==> config.mk <==
export PLATFORM = sky130hd
export DESIGN_NAME = texel_decode_and_tint_top
export DESIGN_NICKNAME = d
export VERILOG_FILES = /design/src/rtl/tdt_pkg.sv /design/src/rtl/tdt_decode.sv /design/src/rtl/texel_decode_and_tint_top.sv
export SDC_FILE = /design/constraint.sdc
export NUM_CORES = 2
export LEC_CHECK = 0
export ABC_AREA = 0
export BUFFER_PORTS_ARGS = -buffer_cell sky130_fd_sc_hd__buf_2
export CORE_UTILIZATION = 45
export DETAILED_ROUTE_END_ITERATION = 8
export SYNTH_ARGS = -nofsm -noshare
export SYNTH_HDL_FRONTEND = slang
export SYNTH_SLANG_ARGS = --single-unit
export TNS_END_PERCENT = 10
==> constraint.sdc <==
create_clock -name i_clk -period 17.67 [get_ports i_clk]
set_clock_uncertainty 0.15 [all_clocks]
set_input_delay 1.767 -clock i_clk [delete_from_list [all_inputs] [get_ports i_clk]]
set_output_delay 1.767 -clock i_clk [all_outputs]
set_load 0.005 [all_outputs]
==> src/rtl/tdt_pkg.sv <==
// shared types and codes for the texel decode and tint pipeline
package tdt_pkg;

    // source formats
    localparam logic [1:0] FMT_RGB565 = 2'd0;
    localparam logic [1:0] FMT_RGB5A3 = 2'd1;
    localparam logic [1:0] FMT_RGBA8  = 2'd2;
    localparam logic [1:0] FMT_BLOCK  = 2'd3;

    // configuration register indexes
    localparam logic REG_FORMAT = 1'b0;
    localparam logic REG_TINT   = 1'b1;

    // reset values
    localparam logic [1:0]  FORMAT_RESET = FMT_RGB565;
    localparam logic [23:0] TINT_RESET   = 24'hFF_FFFF;

    // colour triple, index 2 red, 1 green, 0 blue (matches tint byte order)
    typedef logic [2:0][7:0] t_rgb;

    // how the colour of a decoded texel is finished in the next stage
    typedef enum logic [1:0] {
        MIX_DIRECT = 2'd0,
        MIX_HALF   = 2'd1,
        MIX_THIRD  = 2'd2
    } t_mix;

    typedef struct packed {
        t_mix            mix;
        logic [2:0][9:0] num;
        t_rgb            rgb;
        logic [7:0]      alpha;
    } t_dec;

endpackage

==> src/rtl/tdt_decode.sv <==
// texel format decode: channel expansion and block palette numerators
module tdt_decode
    import tdt_pkg::*;
(
    input  logic [1:0]  i_format,
    input  logic [15:0] i_texel_word,
    input  logic [15:0] i_second_endpoint,
    input  logic [1:0]  i_palette_index,
    input  logic [7:0]  i_raw_red,
    input  logic [7:0]  i_raw_green,
    input  logic [7:0]  i_raw_blue,
    input  logic [7:0]  i_raw_alpha,
    output t_dec        o_dec
);

    // v*255/31 = 8v + floor(7v/31)
    function automatic logic [7:0] exp5(input logic [4:0] v);
        logic [2:0] k;
        k = 3'(v >= 5'd5) + 3'(v >= 5'd9) + 3'(v >= 5'd14) + 3'(v >= 5'd18)
          + 3'(v >= 5'd23) + 3'(v >= 5'd27) + 3'(v >= 5'd31);
        return {v, 3'b000} + {5'b0, k};
    endfunction

    // v*255/63 = 4v + floor(v/21)
    function automatic logic [7:0] exp6(input logic [5:0] v);
        logic [1:0] k;
        k = 2'(v >= 6'd21) + 2'(v >= 6'd42) + 2'(v >= 6'd63);
        return {v, 2'b00} + {6'b0, k};
    endfunction

    // v*255/7 = 36v + floor(3v/7)
    function automatic logic [7:0] exp3(input logic [2:0] v);
        logic [1:0] k;
        k = 2'(v >= 3'd3) + 2'(v >= 3'd5) + 2'(v >= 3'd7);
        return {v, 5'b0} + {3'b0, v, 2'b00} + {6'b0, k};
    endfunction

    function automatic t_rgb dec565(input logic [15:0] v);
        return {exp5(v[15:11]), exp6(v[10:5]), exp5(v[4:0])};
    endfunction

    t_rgb w_ep0;
    t_rgb w_ep1;
    logic w_four;

    assign w_ep0  = dec565(i_texel_word);
    assign w_ep1  = dec565(i_second_endpoint);
    assign w_four = i_texel_word > i_second_endpoint;

    always_comb begin
        o_dec       = '0;
        o_dec.mix   = MIX_DIRECT;
        o_dec.alpha = 8'hFF;
        unique case (i_format)
            FMT_RGB565: begin
                o_dec.rgb = w_ep0;
            end
            FMT_RGB5A3: begin
                if (i_texel_word[15]) begin
                    o_dec.rgb = {exp5(i_texel_word[14:10]), exp5(i_texel_word[9:5]),
                                 exp5(i_texel_word[4:0])};
                end else begin
                    o_dec.rgb   = {i_texel_word[11:8], i_texel_word[11:8],
                                   i_texel_word[7:4], i_texel_word[7:4],
                                   i_texel_word[3:0], i_texel_word[3:0]};
                    o_dec.alpha = exp3(i_texel_word[14:12]);
                end
            end
            FMT_RGBA8: begin
                o_dec.rgb   = {i_raw_red, i_raw_green, i_raw_blue};
                o_dec.alpha = i_raw_alpha;
            end
            FMT_BLOCK: begin
                unique case (i_palette_index)
                    2'd0: o_dec.rgb = w_ep0;
                    2'd1: o_dec.rgb = w_ep1;
                    2'd2: begin
                        o_dec.mix = w_four ? MIX_THIRD : MIX_HALF;
                        for (int c = 0; c < 3; c++) begin
                            o_dec.num[c] = (w_four ? {1'b0, w_ep0[c], 1'b0}
                                                   : {2'b00, w_ep0[c]})
                                         + {2'b00, w_ep1[c]};
                        end
                    end
                    2'd3: begin
                        if (w_four) begin
                            o_dec.mix = MIX_THIRD;
                            for (int c = 0; c < 3; c++) begin
                                o_dec.num[c] = {2'b00, w_ep0[c]} + {1'b0, w_ep1[c], 1'b0};
                            end
                        end else begin
                            // transparent black entry
                            o_dec.alpha = 8'h00;
                        end
                    end
                endcase
            end
        endcase
    end

endmodule

==> src/rtl/texel_decode_and_tint_top.sv <==
// top level: six-stage texel decode, luminance and overlay tint pipeline
//
// Takes one texel per beat and returns one tinted RGBA8 pixel per beat. The
// pipeline accepts a new texel every clock cycle unless every stage is full
// and the output is stalled. The six register stages, in order, are format
// decode, palette blend, luminance sum, luminance scaling, overlay product
// and the divide by 255 into the output register. Each stage holds a valid
// bit and moves on when the stage after it is free, so a stalled output only
// stops the stages that are full and empty slots are filled in the meantime.
// Format and tint are written through the configuration port; the format
// applies to texels taken after the write and the tint to pixels reaching
// the overlay product stage after it; write them while no pixels are in flight.
module texel_decode_and_tint_top
    import tdt_pkg::*;
(
    input  logic        i_clk,
    input  logic        i_rst_n,
    input  logic        i_cfg_we,
    input  logic        i_cfg_idx,
    input  logic [23:0] i_cfg_data,
    input  logic        i_valid,
    output logic        o_ready,
    input  logic [15:0] i_texel_word,
    input  logic [15:0] i_second_endpoint,
    input  logic [1:0]  i_palette_index,
    input  logic [7:0]  i_raw_red,
    input  logic [7:0]  i_raw_green,
    input  logic [7:0]  i_raw_blue,
    input  logic [7:0]  i_raw_alpha,
    output logic        o_valid,
    input  logic        i_ready,
    output logic [7:0]  o_out_red,
    output logic [7:0]  o_out_green,
    output logic [7:0]  o_out_blue,
    output logic [7:0]  o_out_alpha
);

    localparam int         STAGES       = 6;
    localparam logic [9:0]  THIRD_RECIP  = 10'd683;       // 2^11 / 3, rounded up
    localparam logic [23:0] LUM_RECIP    = 24'd13743896;  // 2^37 / 10000, rounded up
    localparam logic [17:0] DIV255_RECIP = 18'd131587;    // 2^25 / 255, rounded up
    localparam logic [13:0] LUMA_R       = 14'd2126;
    localparam logic [13:0] LUMA_G       = 14'd7152;
    localparam logic [13:0] LUMA_B       = 14'd722;
    localparam logic [21:0] LUMA_ROUND   = 22'd5000;

    logic [1:0]        r_format;
    logic [23:0]       r_tint;
    logic [STAGES-1:0] r_v;
    logic [STAGES-1:0] adv;

    t_dec              n_dec,  r_dec;
    t_rgb              n_px,   r_px;
    logic [21:0]       n_sum,  r_sum;
    logic [7:0]        n_lum,  r_lum;
    logic [2:0][15:0]  n_prod, r_prod;
    logic              n_lo,   r_lo;
    t_rgb              n_out,  r_out;
    logic [7:0]        r_alpha1, r_alpha2, r_alpha3, r_alpha4, r_alpha5;

    logic [2:0][19:0]  w_third;
    logic [45:0]       w_lum_prod;
    logic [2:0][33:0]  w_quot;
    logic [6:0]        w_f;
    t_rgb              w_g;

    // configuration registers
    always_ff @(posedge i_clk) begin
        if (!i_rst_n) begin
            r_format <= FORMAT_RESET;
            r_tint   <= TINT_RESET;
        end else if (i_cfg_we) begin
            unique case (i_cfg_idx)
                REG_FORMAT: r_format <= i_cfg_data[1:0];
                REG_TINT:   r_tint   <= i_cfg_data;
            endcase
        end
    end

    // a stage may load when it is empty or its contents move on
    always_comb begin
        adv[STAGES-1] = !r_v[STAGES-1] || i_ready;
        for (int k = STAGES - 2; k >= 0; k--) begin
            adv[k] = !r_v[k] || adv[k+1];
        end
    end

    assign o_ready = adv[0];
    assign o_valid = r_v[STAGES-1];

    always_ff @(posedge i_clk) begin
        if (!i_rst_n) begin
            r_v <= '0;
        end else begin
            if (adv[0]) begin
                r_v[0] <= i_valid;
            end
            for (int k = 1; k < STAGES; k++) begin
                if (adv[k]) begin
                    r_v[k] <= r_v[k-1];
                end
            end
        end
    end

    // stage 0: format decode
    tdt_decode u_decode (
        .i_format          (r_format),
        .i_texel_word      (i_texel_word),
        .i_second_endpoint (i_second_endpoint),
        .i_palette_index   (i_palette_index),
        .i_raw_red         (i_raw_red),
        .i_raw_green       (i_raw_green),
        .i_raw_blue        (i_raw_blue),
        .i_raw_alpha       (i_raw_alpha),
        .o_dec             (n_dec)
    );

    // stage 1: palette blend, divide by three by reciprocal
    always_comb begin
        for (int c = 0; c < 3; c++) begin
            w_third[c] = 20'(r_dec.num[c]) * 20'(THIRD_RECIP);
            case (r_dec.mix)
                MIX_THIRD: n_px[c] = w_third[c][18:11];
                MIX_HALF:  n_px[c] = r_dec.num[c][8:1];
                default:   n_px[c] = r_dec.rgb[c];
            endcase
        end
    end

    // stage 2: weighted luminance sum
    assign n_sum = 22'(r_px[2]) * 22'(LUMA_R) + 22'(r_px[1]) * 22'(LUMA_G)
                 + 22'(r_px[0]) * 22'(LUMA_B) + LUMA_ROUND;

    // stage 3: divide by 10000
    assign w_lum_prod = 46'(r_sum) * 46'(LUM_RECIP);
    assign n_lum      = w_lum_prod[44:37];

    // stage 4: overlay products, dark half scales the tint, light half screens it
    assign n_lo = !r_lum[7];
    assign w_f  = n_lo ? r_lum[6:0] : ~r_lum[6:0];
    always_comb begin
        for (int c = 0; c < 3; c++) begin
            w_g[c]    = n_lo ? r_tint[c*8 +: 8] : ~r_tint[c*8 +: 8];
            n_prod[c] = 16'({w_f, 1'b0}) * 16'(w_g[c]) + 16'd127;
        end
    end

    // stage 5: divide by 255 and fold back the light half
    always_comb begin
        for (int c = 0; c < 3; c++) begin
            w_quot[c] = 34'(r_prod[c]) * 34'(DIV255_RECIP);
            n_out[c]  = r_lo ? w_quot[c][32:25] : ~w_quot[c][32:25];
        end
    end

    always_ff @(posedge i_clk) begin
        if (adv[0] && i_valid) begin
            r_dec <= n_dec;
        end
        if (adv[1] && r_v[0]) begin
            r_px     <= n_px;
            r_alpha1 <= r_dec.alpha;
        end
        if (adv[2] && r_v[1]) begin
            r_sum    <= n_sum;
            r_alpha2 <= r_alpha1;
        end
        if (adv[3] && r_v[2]) begin
            r_lum    <= n_lum;
            r_alpha3 <= r_alpha2;
        end
        if (adv[4] && r_v[3]) begin
            r_prod   <= n_prod;
            r_lo     <= n_lo;
            r_alpha4 <= r_alpha3;
        end
        if (adv[5] && r_v[4]) begin
            r_out    <= n_out;
            r_alpha5 <= r_alpha4;
        end
    end

    assign o_out_red   = r_out[2];
    assign o_out_green = r_out[1];
    assign o_out_blue  = r_out[0];
    assign o_out_alpha = r_alpha5;

`ifndef SYNTHESIS
    // input back-pressure only when every stage is full
    a_ready_full: assert property (@(posedge i_clk) disable iff (!i_rst_n)
        !o_ready |-> (&r_v))
        else $error("input stalled with an empty stage");

    // a held beat in the decode stage is not dropped
    a_hold_dec: assert property (@(posedge i_clk) disable iff (!i_rst_n)
        (r_v[0] && !adv[0]) |=> r_v[0])
        else $error("decode stage beat lost while stalled");

    // interpolated entries of the four-colour palette are always opaque
    a_third_opaque: assert property (@(posedge i_clk) disable iff (!i_rst_n)
        (r_v[0] && r_dec.mix == MIX_THIRD) |-> (r_dec.alpha == 8'hFF))
        else $error("interpolated entry not opaque");

    // overlay products stay within the divide-by-255 reciprocal range
    a_prod_range: assert property (@(posedge i_clk) disable iff (!i_rst_n)
        r_v[4] |-> (r_prod[0] <= 16'd64897 && r_prod[1] <= 16'd64897
                    && r_prod[2] <= 16'd64897))
        else $error("overlay product out of range");
`endif

endmodule

==> metrics.md <==
| Metric | Value |
|---|---|
| Async set-or-reset flop fraction in the synthesized netlist | 0% |
| Setup violations, final | 0 |
| Failing checks | design-rule violations |
| CTS H-tree lvls | 2 |
| Die ar. | 0.0991 mm2 |
| Avg WL per Cell | 16.7 um |
| DR pass1 iterations | 9 |
| Clock sink count | 259 |
| Multi-input combinational cell area | 0.0327 mm2 |
| Max Slew Vio Count | 0 |
| Final Cycle Share | 38.8% |
| Simple-gate share of the synthesized area | 9.01% |
| Overflow after GRT | 0 |
| Status | finished, violations left |
| DRT iter0 DRCs | 1560 |
| CP max-delay cell | fa_1 |
| Root buffer cell | clkbuf_16 |
| Row Count | 114 |
| CP required | 17.81 ns |
| Fmax | 146 MHz |
| Vias/cell | 5.24 |
| Initial antenna violation count | 0 |
| First-pass GRT wire length | 165 mm |
| Compound-Gate Fraction of Synth Area | 12.0% |
| TritonCTS Buffers | 34 |
| Share of layout cells above drive strength 1 | 5.98% |
| Overall routed net length | 100 mm |
| Predominant post-synthesis flop cell | edfxtp_1 |
| Die Ht | 315 um |
| Sequential-to-total area share from yosys stat | 16.9% |
| DRC | 16 |
| Mapped cell area | 0.0440 mm2 |
| Post-synth cell types | 87 |
| Number of global-route vias before repair | 32100 |
| PostCTS Resize Cnt | 0 |
| Crit. End Element | flip-flop |
| R2r startpoint | r_px[23]$_DFFE_PP_ |
| CTS tree | done |
| Crit path DAT | 6.99 ns |
| Clk slew on worst S/H paths | 0.07 ns |
| Startpoint types | flip-flop |
| Worst-path fanout max | 10 |
| Yosys warnings | 0 |
| Antenna Cells | 0 |
| Reg2reg path depth | 27 |
| RD Place Congestion | 0.894 |
| Hold_sp | r_alpha4[6]$_DFFE_PP_ |
| Core area | 0.0969 mm2 |
| Clock Path Buffers | 3 |
| Worst-Margin Slew | 1.21 ns |
| XOR/XNOR share of the synthesized area | 4.90% |
| Syn Inst Count | 4660 |
| MaxCap Viol Count | 0 |
| Util after Layout | 48.6% |
| Final HPWL DP | 84.1 mm |
| FILL cells | 9158 |
| Largest family of logic cells by synthesized area | adder cells |
| Setup Crit Path Kind | flip-flop to flip-flop |
| Clock Latency Late Sink | 0.55 ns |
| Syn nets | 6179 |
| Final nets | 6244 |
| Largest net degree at the start of global routing | 65 |
| Vias | 31600 |
| Hold depth | 0 |
| Min cycle time layout | 6.85 ns |
| Area grow syn2layout | 7.06% |
| Final hold violations | 0 |
| TNS Setup | 0 ns |
| Slew margin rel. | 19.0% |
| EDFF count, synth | 227 |
| Synth Area in Adders | 47.8% |
| CP startpoint | r_px[23]$_DFFE_PP_ |
| IO Pins | 130 |
| Syn avg cell area | 9.44 um2 |
| IO buf count | 129 |
| Final ANT Viol Nets | 0 |
| Min-Delay Path Class | flip-flop to flip-flop |
| Worst R2R End | r_sum[21]$_DFFE_PP_ |
| Max stage delay on crit path | 0.55 ns |
| Sequential cell area | 0.00746 mm2 |
| Initial Util | 45.4% |
| Chip width | 315 um |
| Gr usage total | 20.8% |
| Hold_buf cts | 0 |
| Setup slack, reg-to-reg | 10.82 ns |
| WHS Endpoint | o_out_alpha[6]$_DFFE_PP_ |
| #FFs+latches synth | 259 |
| Post-CTS Setup Bufs | 0 |
| Top cell by count, worst path | inv_1 |
| RSZ-0062 raised after global routing | false |
| Post-synthesis mux area share | 0.444% |
cells in the mapped netlist (all sizes together), types with 9 or more instances:
cell type,instances,share of area (%)
or2,23,0.33
o31a,12,0.24
nor2,240,2.0
a21o,83,1.4
o22ai,22,0.31
o21ai,168,1.9
a21boi,15,0.26
inv,914,7.8
nand3,77,0.89
mux2,12,0.31
and2,22,0.32
xnor2,164,3.3
a211oi,22,0.38
nand4,22,0.31
and3,15,0.21
o221ai,15,0.30
nand2,302,2.6
or3,13,0.18
a222oi,11,0.25
xor2,82,1.6
o41ai,9,0.26
a221oi,19,0.38
nor3,46,0.56
o21bai,26,0.44
nor2b,40,0.59
clkbuf,117,1.0
nand2b,31,0.44
edfxtp,227,15
dfxtp,32,1.5
ha,993,28
a21oi,264,3.0
a22o,9,0.18
a31oi,28,0.40
fa,430,20
o211ai,16,0.30
o31ai,13,0.25
o21a,34,0.58
worst max path at each step:
stage | to | slack (ns)
after floorplan | r_dec[59]$_SDFFCE_PP0P_ | 11.16
after global placement | r_sum[21]$_DFFE_PP_ | 10.84
after detailed placement | r_sum[21]$_DFFE_PP_ | 10.82
after CTS | r_sum[21]$_DFFE_PP_ | 10.81
after global routing | r_sum[20]$_DFFE_PP_ | 10.40
final | r_sum[21]$_DFFE_PP_ | 10.82
metal layers:
layer	GRT usage (%)	part of all wire, %	vias to the layer above
li1	-	-	15800
met1	28.2	46	15000
met2	34.3	46	579
met3	3.20	4.7	126
met4	5.97	2.7	0
met5	0	0	-
worst max-delay path: cells and delay by family, from the launching register on:
family,cells,cell delay (ns)
DFF,1,0.54
AOI/OAI and AO/OA,9,1.69
buffers and inverters,6,0.32
xor gates and xnor gates,1,0.14
and+or+nand+nor,3,0.45
adders and majority gates,8,3.31
layout make-up:
cell class	instances	share of cell area [%]
Multi-Input combinational cell	3364	69.5
Sequential cell	259	15.8
Inverter	915	7.29
Tap cell	1276	3.39
Clock buffer	46	1.99
Timing Repair Buffer	151	1.72
Clock inverter	15	0.305
placed cells by master, fill, tap and decap left out, drive strengths merged, types with 13 or more instances in the layout:
cell,instances
a31oi,28
nor2,240
o21ai,168
o31ai,13
o211ai,16
nand4,22
a221oi,19
o22ai,22
dfxtp,32
a21o,83
nand3,77
and2,22
o21bai,26
ha,993
xnor2,164
and3,15
a21oi,264
xor2,82
nand2,302
nor2b,40
a21boi,15
o21a,34
nor3,46
or3,13
edfxtp,227
nand2b,31
or2,23
fa,430
buf,151
o221ai,15
clkbuf,46
a211oi,22
inv,915
registers in the layout (all words and copies together) (netlist names):
signal and count:
r_lum 8, o_out_red 8, r_tint 24, r_format 2, r_dec 64, r_prod 45, r_px 24, r_v 6
r_lo 1, o_out_alpha 8, r_sum 21, r_alpha1 8, o_out_green 8, r_alpha4 8, o_out_blue 8, r_alpha3 8
r_alpha2 8
stage by stage:
stage                     setup slack [ns]  hold WS, ns  area [um2]  instances
final                                10.82        0.256       47100       6026
after global routing                 10.40        0.271       47100       6026
after CTS                            10.81        0.253       47100       6026
after detailed placement             10.82        0.255       46000       5965
after global placement               10.84        0.251       46000       5965
after floorplan                      11.16        0.250       44000       4660
logic make-up after synthesis:
group	Yosys count
compound gates	817
mux	18
simple gates	860
fa+ha+maj	1423
flops	259
xor+xnor	246
buf+inv	1037
Power is not shown: default switching activity piles up to over one toggle a cycle in this logic, so the estimate is an artifact.
